`src/hw/rtl/xsrm_pkg.sv`:
```
// Shared types and constants for the xorshift128 generator with range reduction.
// Used by the controller, the datapath and the top level.
`default_nettype none
package xsrm_pkg;

  localparam int WordW  = 32;
  localparam int RangeW = 31;
  localparam int IdxW   = 3;
  localparam int CntW   = 5;

  // xorshift128 shift amounts
  localparam int ShiftA = 11;
  localparam int ShiftB = 19;
  localparam int ShiftC = 8;

  // Seed register reset values
  localparam logic [WordW-1:0] SeedFirstRst  = 32'd123456789;
  localparam logic [WordW-1:0] SeedSecondRst = 32'd362436069;
  localparam logic [WordW-1:0] SeedThirdRst  = 32'd521288629;
  localparam logic [WordW-1:0] SeedFourthRst = 32'd88675123;

  // Register indexes
  localparam logic [IdxW-1:0] RegSeedFirst  = 3'd0;
  localparam logic [IdxW-1:0] RegSeedSecond = 3'd1;
  localparam logic [IdxW-1:0] RegSeedThird  = 3'd2;
  localparam logic [IdxW-1:0] RegSeedFourth = 3'd3;

  // Item actions
  localparam logic ActDraw   = 1'b0;
  localparam logic ActReseed = 1'b1;

  // Last divider step count
  localparam logic [CntW-1:0] CntLast = CntW'(WordW - 1);

  // Controller to datapath commands
  typedef struct packed {
    logic load;      // accept an item: advance or reseed, set up the divider
    logic step;      // one restoring division step
    logic out_load;  // move the result into the output register
  } cmd_t;

  // Datapath to controller status
  typedef struct packed {
    logic div_last;  // current step is the final quotient bit
  } stat_t;

endpackage
`default_nettype wire

```
`src/hw/rtl/xsrm_dpath.sv`:
```
// Datapath: seed registers, state words, restoring divider and output register.
// Depends on xsrm_pkg; driven by xsrm_ctrl commands.
`default_nettype none
module xsrm_dpath (
  input  wire logic                        clk,
  input  wire logic                        rst,
  input  wire logic                        cfg_write,
  input  wire logic [xsrm_pkg::IdxW-1:0]   cfg_index,
  input  wire logic [xsrm_pkg::WordW-1:0]  cfg_data,
  input  wire logic                        action,
  input  wire logic [xsrm_pkg::RangeW-1:0] range_size,
  input  wire xsrm_pkg::cmd_t              cmd,
  output xsrm_pkg::stat_t                  stat,
  output logic [xsrm_pkg::RangeW-1:0]      bounded_value,
  output logic [xsrm_pkg::WordW-1:0]       raw_word
);
  import xsrm_pkg::*;

  logic [WordW-1:0]  seed_first, seed_second, seed_third, seed_fourth;
  logic [WordW-1:0]  word_first, word_second, word_third, word_fourth;
  logic [WordW-1:0]  t_mix, word_next;
  logic [WordW-1:0]  dq;
  logic [RangeW-1:0] rem;
  logic [RangeW-1:0] divisor;
  logic [CntW-1:0]   cnt;
  logic              reseed;
  logic [WordW-1:0]  rem_sh, rem_diff;
  logic              rem_ge;

  // Seed registers; writes beyond the last index are dropped
  always_ff @(posedge clk) begin
    if (rst) begin
      seed_first  <= SeedFirstRst;
      seed_second <= SeedSecondRst;
      seed_third  <= SeedThirdRst;
      seed_fourth <= SeedFourthRst;
    end else if (cfg_write) begin
      case (cfg_index)
        RegSeedFirst:  seed_first  <= cfg_data;
        RegSeedSecond: seed_second <= cfg_data;
        RegSeedThird:  seed_third  <= cfg_data;
        RegSeedFourth: seed_fourth <= cfg_data;
        default: ;
      endcase
    end
  end

  // Next fourth word of the generator
  always_comb begin
    t_mix     = word_first ^ (word_first << ShiftA);
    word_next = word_fourth ^ (word_fourth >> ShiftB) ^ t_mix ^ (t_mix >> ShiftC);
  end

  // Advance or reload the state words
  always_ff @(posedge clk) begin
    if (rst) begin
      word_first  <= SeedFirstRst;
      word_second <= SeedSecondRst;
      word_third  <= SeedThirdRst;
      word_fourth <= SeedFourthRst;
    end else if (cmd.load) begin
      if (action == ActReseed) begin
        word_first  <= seed_first;
        word_second <= seed_second;
        word_third  <= seed_third;
        word_fourth <= seed_fourth;
      end else begin
        word_first  <= word_second;
        word_second <= word_third;
        word_third  <= word_fourth;
        word_fourth <= word_next;
      end
    end
  end

  // One restoring step: shift in the next dividend bit, subtract if it fits
  always_comb begin
    rem_sh   = {rem, dq[WordW-1]};
    rem_ge   = rem_sh >= {1'b0, divisor};
    rem_diff = rem_sh - {1'b0, divisor};
  end

  // Divider registers
  always_ff @(posedge clk) begin
    if (cmd.load) begin
      dq      <= word_next;
      rem     <= '0;
      cnt     <= '0;
      divisor <= range_size;
      reseed  <= (action == ActReseed);
    end else if (cmd.step) begin
      dq  <= {dq[WordW-2:0], 1'b0};
      rem <= rem_ge ? rem_diff[RangeW-1:0] : rem_sh[RangeW-1:0];
      cnt <= cnt + 1'b1;
    end
  end

  assign stat.div_last = (cnt == CntLast);

  // Output register; zero range and reseed give a zero bounded value
  always_ff @(posedge clk) begin
    if (cmd.out_load) begin
      bounded_value <= (reseed || divisor == '0) ? '0 : rem;
      raw_word      <= reseed ? '0 : word_fourth;
    end
  end

endmodule
`default_nettype wire

```
`src/hw/rtl/xsrm_ctrl.sv`:
```
// Controller: item handshake, divider sequencing and output valid.
// Depends on xsrm_pkg; commands xsrm_dpath.
`default_nettype none
module xsrm_ctrl (
  input  wire logic     clk,
  input  wire logic     rst,
  input  wire logic     in_valid,
  output logic          in_stall,
  input  wire logic     action,
  output logic          out_valid,
  input  wire logic     out_stall,
  output xsrm_pkg::cmd_t cmd,
  input  wire xsrm_pkg::stat_t stat
);
  import xsrm_pkg::*;

  localparam logic [1:0] StIdle = 2'd0;
  localparam logic [1:0] StDiv  = 2'd1;
  localparam logic [1:0] StDone = 2'd2;

  logic [1:0] state, state_next;
  logic       out_free;

  assign out_free = !out_valid || !out_stall;
  assign in_stall = (state != StIdle);

  // Sequence one item at a time
  always_comb begin
    state_next   = state;
    cmd.load     = 1'b0;
    cmd.step     = 1'b0;
    cmd.out_load = 1'b0;
    case (state)
      StIdle: begin
        if (in_valid) begin
          cmd.load   = 1'b1;
          state_next = (action == ActReseed) ? StDone : StDiv;
        end
      end
      StDiv: begin
        cmd.step = 1'b1;
        if (stat.div_last) state_next = StDone;
      end
      StDone: begin
        if (out_free) begin
          cmd.out_load = 1'b1;
          state_next   = StIdle;
        end
      end
      default: state_next = StIdle;
    endcase
  end

  always_ff @(posedge clk) begin
    if (rst) begin
      state <= StIdle;
    end else begin
      state <= state_next;
    end
  end

  // Hold the result valid until taken
  always_ff @(posedge clk) begin
    if (rst) begin
      out_valid <= 1'b0;
    end else if (cmd.out_load) begin
      out_valid <= 1'b1;
    end else if (!out_stall) begin
      out_valid <= 1'b0;
    end
  end

endmodule
`default_nettype wire

```
`src/hw/rtl/xorshift128_random_modulo.sv`:
```
// xorshift128 generator with reduction to a range: top level.
// Sequence: a draw item takes a load, 32 restoring divider steps of one quotient bit each and
// an output load that waits while a held result is stalled; a reseed item skips the divider steps.
// The bit-serial divider accepts no new item until the last result is in the output register.
// Reset: synchronous active-high rst loads the seed registers and state words with their
// default seeds and clears the output valid.
`default_nettype none
module xorshift128_random_modulo (
  input  wire logic                        clk,
  input  wire logic                        rst,
  input  wire logic                        cfg_write,
  input  wire logic [xsrm_pkg::IdxW-1:0]   cfg_index,
  input  wire logic [xsrm_pkg::WordW-1:0]  cfg_data,
  input  wire logic                        in_valid,
  output logic                             in_stall,
  input  wire logic                        action,
  input  wire logic [xsrm_pkg::RangeW-1:0] range_size,
  output logic                             out_valid,
  input  wire logic                        out_stall,
  output logic [xsrm_pkg::RangeW-1:0]      bounded_value,
  output logic [xsrm_pkg::WordW-1:0]       raw_word
);
  import xsrm_pkg::*;

  cmd_t  cmd;
  stat_t stat;

  // Sequencing
  xsrm_ctrl u_ctrl (
    .clk       (clk),
    .rst       (rst),
    .in_valid  (in_valid),
    .in_stall  (in_stall),
    .action    (action),
    .out_valid (out_valid),
    .out_stall (out_stall),
    .cmd       (cmd),
    .stat      (stat)
  );

  // Generator, divider and result
  xsrm_dpath u_dpath (
    .clk           (clk),
    .rst           (rst),
    .cfg_write     (cfg_write),
    .cfg_index     (cfg_index),
    .cfg_data      (cfg_data),
    .action        (action),
    .range_size    (range_size),
    .cmd           (cmd),
    .stat          (stat),
    .bounded_value (bounded_value),
    .raw_word      (raw_word)
  );

endmodule
`default_nettype wire
```
`config.mk`:
```
export PLATFORM = sky130hd
export DESIGN_NAME = xorshift128_random_modulo
export DESIGN_NICKNAME = d
export VERILOG_FILES = /design/src/hw/rtl/xsrm_pkg.sv /design/src/hw/rtl/xsrm_dpath.sv /design/src/hw/rtl/xsrm_ctrl.sv /design/src/hw/rtl/xorshift128_random_modulo.sv
export SDC_FILE = /design/constraint.sdc
export NUM_CORES = 1
export LEC_CHECK = 0
export BUFFER_PORTS_ARGS = -buffer_cell sky130_fd_sc_hd__buf_2
export CORE_MARGIN = 2
export CORE_UTILIZATION = 38
export DETAILED_ROUTE_END_ITERATION = 10
export GPL_TIMING_DRIVEN = 1
export PLACE_DENSITY = 0.6
export SYNTH_ARGS = -nofsm -noshare
export SYNTH_HDL_FRONTEND = slang
export SYNTH_HIERARCHICAL = 1
export SYNTH_SLANG_ARGS = --single-unit
```
`constraint.sdc`:
```
create_clock -name clk -period 4.44 [get_ports clk]
set_input_delay 0.222 -clock clk [delete_from_list [all_inputs] [get_ports clk]]
set_output_delay 0.222 -clock clk [all_outputs]
set_load 0.05 [all_outputs]
```
Word level (Yosys, flattened, before mapping). Index checks and enable logic that the tools add are counted.

Bits in registers: 422. Input port bits: 72. Output and inout port bits: 65. Word-level logic and storage cells: 67.

Add/sub/neg operators: 2. $lt $le $gt $ge: 1. Equal/unequal tests: 10. Muxes and demuxes: 19. Bitwise operators: 4. Reduce and logical (&&, ||, !) cells: 14.

Operators by type and width (number): $mux W32 (6); $xor A32 B32 Y32 (2); $ge A32 B31 Y1 (1); $xor A32 B13 Y32 (1); $xor A32 B24 Y32 (1); $logic_not A31 Y1 (1); $mux W31 (1); $sub A31 B31 Y31 (1); $mux W2 (4); $reduce_and A2 Y1 (4); $mux W1 (7); $eq A3 B2 Y1 const B (2); $pmux W2 S3 (1); $add A5 B1 Y5 const B (1); $eq A5 B5 Y1 const B (1); $ne A2 B1 Y1 const B (2); $ne A2 B2 Y1 const B (2); $reduce_bool A2 Y1 (2); $eq A3 B1 Y1 const B (1); $logic_not A3 Y1 (1); $reduce_and A3 Y1 (1); $eq A2 B1 Y1 const B (1); $eq A2 B2 Y1 const B (1); $logic_not A1 Y1 (2); 2 further kinds (3).

Logic depth before layout (Yosys ltp).
Depth in word-level cells: 5. Gate-level depth with buffers: 14. Depth with buffers taken out: 12.

By module. Netlist, hierarchy kept.

By module, submodules not included: xsrm_dpath (times used 1, cells each 1996, area an instance 19043.3 µm², sequential area each 9659.3 µm²); xsrm_ctrl (times used 1, cells each 18, area an instance 162.7 µm², sequential area each 60.1 µm²).

Worst setup path before layout. Ideal clock, no wire load.

Kind: register to register. From: register u_ctrl.out_valid. To: register u_dpath/bounded_value[0] (netlist name) (enable). Library setup time: 0.505 ns. Arrival time: 3.587 ns. Required time: 3.935 ns. Setup slack: 0.348 ns. Cell stages (with the launch flop): 2. Buffers on the path: 0. Period minus slack after synthesis: 4.092 ns. Cell sequence: dfxtp_1 a21oi_1.

RTL lines: start: declaration (RTL line xsrm_ctrl.sv:10) `output logic out_valid,`; start signal: assignment (RTL line xsrm_ctrl.sv:65) `out_valid <= 1'b0;`; start signal: assignment (RTL line xsrm_ctrl.sv:67) `out_valid <= 1'b1;`; start signal: assignment (RTL line xsrm_ctrl.sv:69) `out_valid <= 1'b0;`; end signal: assignment (RTL line xsrm_dpath.sv:103) `bounded_value <= (reseed || divisor == '0) ? '0 : rem;`; end: declaration (RTL line xsrm_dpath.sv:14) `output logic [xsrm_pkg::RangeW-1:0] bounded_value,`.

Final worst setup path.
From: register u_dpath.divisor[0]. To: register u_dpath.rem[25].

Cells in the longest elaborated chain, start to end: 2. Elaborated cells on any way between the ends: 3. Classes of those cells: add/sub (1); order compare (1); mux (1).

Ends and longest elaborated chain: start: declaration (RTL line xsrm_dpath.sv:24) `logic [RangeW-1:0] divisor;`; start signal: assignment (RTL line xsrm_dpath.sv:89) `divisor <= range_size;`; $sub A31 B31 Y31 / $ge A32 B31 Y1 (equally long branches) (RTL line xsrm_dpath.sv:80, xsrm_dpath.sv:79); $mux W31 (*) (RTL line xsrm_dpath.sv:93) `rem <= rem_ge ? rem_diff[RangeW-1:0] : rem_sh[RangeW-1:0];`; end signal: assignment (RTL line xsrm_dpath.sv:93); end: declaration (RTL line xsrm_dpath.sv:23) `logic [RangeW-1:0] rem;`.

Mark *: on every way between the ends. The rest lies on a longest branch, timed or not. A chain may end at the register's enable or synchronous reset.

==> run metrics <==
count of final setup violators 0; nature of the critical path startpoint register; register area between 9000 and 10000 um2; via count ~15000; cell row count between 80 and 90; Worst slew margin ~31%; CTS clock-pin slew for the worst setup and hold paths around 0.070 ns; GRT Util Overall between 15 and 20%; Avg Cell Area, Syn approximately 9.5 um2; WHS between 0.07 and 0.08 ns; full die area between 50000 and 60000 um2; Port Buf Inserts 136; CTS tree yes; Worst Path Required between 4 and 5 ns; antenna fix cells 0; Placer Congestion 0.928; Crit. End Element register; Max Buffers Root-to-Sink 3; io pins 137; cell taking the most area after synthesis dfxtp_1; Post-Route WL between 50000 and 60000 um; final setup TNS 0 ns; initial antenna violation count 3; Final Skew 0.0484 ns; power per cell area 444 nW/um2; fin. max-slew vios 0; synthesized cell area 19200 um2; Final min period roughly 3.1 ns; NumNets Final around 2200; Post-synth ARST share 0%; Hold Vio Cnt, Final 0; CTS Sinks ~420; Num CTS Buffers between 40 and 50; post-synth top area share 30.7%; DR pass1 iterations 5; Least-Margin Pin Slew just over 1 ns; hpwl dp around 34000 um; CP arrival 3.56 ns; P&R area growth vs syn 17.0%; dominant synthesized flop cell dfxtp_1; final setup margin ~1.3 ns; largest cells by area after synthesis dfxtp_1, edfxtp_1, nand2_1; post-synthesis cell count about 2000; antenna violation net count after detailed routing 0; RSZ-0062 raised after global routing false; EDFF count, synth between 100 and 150; total gr overflow 0; WL per Instance around 19 um; fillers 4833; #FFs+latches synth 422; Placement Setup Slack 1.33 ns; largest net degree at the start of global routing 200; max frequency around 320 MHz; worst-path maximum fanout 57; fin crit share 70.9%; post-synthesis sequential area ratio between 50% and 60%; Skew-Pair Late Insertion Delay 0.60 ns; Yosys cell types a little under 70; root buf cell clkbuf_16; WS Path Type reg2reg; syn nets between 2000 and 2500; DRT iter0 DRCs ~1100; status finished clean; Final Non-Filler Cells 2848; Post-CTS Setup Inserts 0; vias in the first global route 14134; synthesis warning total 6; Die W ~230 um; LEAKAGE 8.97 nW; commonest non-fill, non-tap cell in the layout nand2_1; htree depth 2; share of cells above drive strength 1 12.3%; Initial Util between 30% and 40%; drt drc 0; maxcap violations 0; Die H roughly 230 um; Hold WC Path Type in2reg; area of the multi-input gates between 8000 and 9000 um2; Worst VDD drop ~340 uV; Core ar. 50100 um2; drt via density 5.18; leading cell types in the layout, fill and taps excluded nand2_1, dfxtp_1, nor2_1; global-route wire length before repair 82500 um; placed insts 2697
==> final timing paths <==
| kind | endpoint | from | cells after the start | slack [ns] |
|---|---|---|---|---|
| setup / recovery | u_dpath/rem[25]$_SDFFE_PP0P_ | u_dpath/divisor[0]$_DFFE_PP_ | 11 | 1.29 |
| hold / removal | u_ctrl/out_valid$_SDFFE_PP0P_ | rst | 2 | 0.08 |
| setup reg to reg | u_dpath/rem[25]$_SDFFE_PP0P_ | u_dpath/divisor[0]$_DFFE_PP_ | 11 | 1.29 |
| hold reg to reg | u_dpath/seed_second[22]$_SDFFE_PP0P_ | u_dpath/seed_second[22]$_SDFFE_PP0P_ | 2 | 0.45 |
==> what timing repair did <==
item                                    4_1_cts  5_1_grt
resized for setup                             0        0
endpoints found under the hold margin       161        0
endpoints found under the setup margin        0        0
hold buffers                                 65        0
==> routing by layer <==
metal  global-route usage (%)  wire [um]  vias up
met5                        0          0        -
met4                     6.29       1390        0
met3                     3.06       2780       83
met2                     31.4      24100      363
met1                     28.2      24700     7072
li1                         -          -     7226
==> Yosys cell counts, types with 4 or more instances <==
cell type,instances
o211a_1,4
and3_1,13
o21bai_1,10
inv_1,40
ha_1,33
nor4_1,9
nor2b_1,41
and2_1,34
a21o_1,22
a21oi_1,137
a31oi_1,5
nor2_1,186
a311oi_1,15
a211oi_1,62
buf_1,17
or2_2,6
a211o_1,47
buf_2,4
nor3_1,10
nand4_1,10
clkbuf_1,115
xor2_1,26
nand3_1,9
xnor2_1,95
mux2_2,28
nand3b_1,64
edfxtp_1,127
o21ai_0,33
a32oi_1,4
mux2i_1,99
dfxtp_1,295
nand2b_1,12
nand2_1,347
==> metrics by stage <==
| stage | instance area [um2] | util (%) | total power, W |
|---|---|---|---|
| 2_1_floorplan | 19200 | - | 0.00582 |
| 3_3_place_gp | 20400 | 40.7 | 0.00627 |
| 3_5_place_dp | 20400 | 40.7 | 0.00629 |
| 4_1_cts | 22500 | 44.9 | 0.0101 |
| 5_1_grt | 22500 | 44.9 | 0.0104 |
| 6_report | 22500 | 44.9 | 0.00998 |
==> worst max-delay path, cell delays in order, from the launching register on <==
cell	delay, ns
edfxtp_1	0.42
ha_1	0.24
fa_1	0.41
nand2b_1	0.20
a211oi_1	0.30
o21bai_1	0.16
nand2_2	0.10
o2111ai_2	0.15
and2_4	0.37
nor2b_1	0.35
o21a_1	0.19
a2111oi_2	0.05
==> cell families after synthesis <==
group	share of synthesized area, %
AND/OR/NAND/NOR	18.1
XOR/XNOR	5.52
AO/OA/AOI/OAI	13.1
multiplexers	6.80
adder cells (fa/ha/maj)	2.25
flip-flops	50.6
buffers and inverters	3.69
==> registers in the layout, indices dropped and copies added (netlist names) <==
signal	count
u_dpath/raw_word	32
u_dpath/bounded_value	31
u_dpath/seed_second	32
u_dpath/reseed	1
u_dpath/seed_fourth	32
u_dpath/seed_first	32
u_dpath/cnt	5
u_dpath/seed_third	32
u_dpath/word_second	32
u_dpath/word_fourth	32
u_dpath/dq	32
u_ctrl/state	2
u_ctrl/out_valid	1
u_dpath/word_third	32
u_dpath/rem	31
u_dpath/divisor	31
u_dpath/word_first	32
==> power by group <==
part,leakage [nW],switching [W],internal (W)
clock network,0.700,0.00161,0.00209
logic,4.64,0.00102,0.000723
registers,3.63,0.000233,0.00429
==> layout make-up <==
type,count,area share [%]
tap,672,3.74
sequential,422,43.2
clock buffer,62,5.52
multi-input combinational,1411,39.2
inverter,41,0.690
clock inverter,24,0.918
timing repair buffer,216,6.65
No activity file was read; power rests on OpenSTA's default activity.
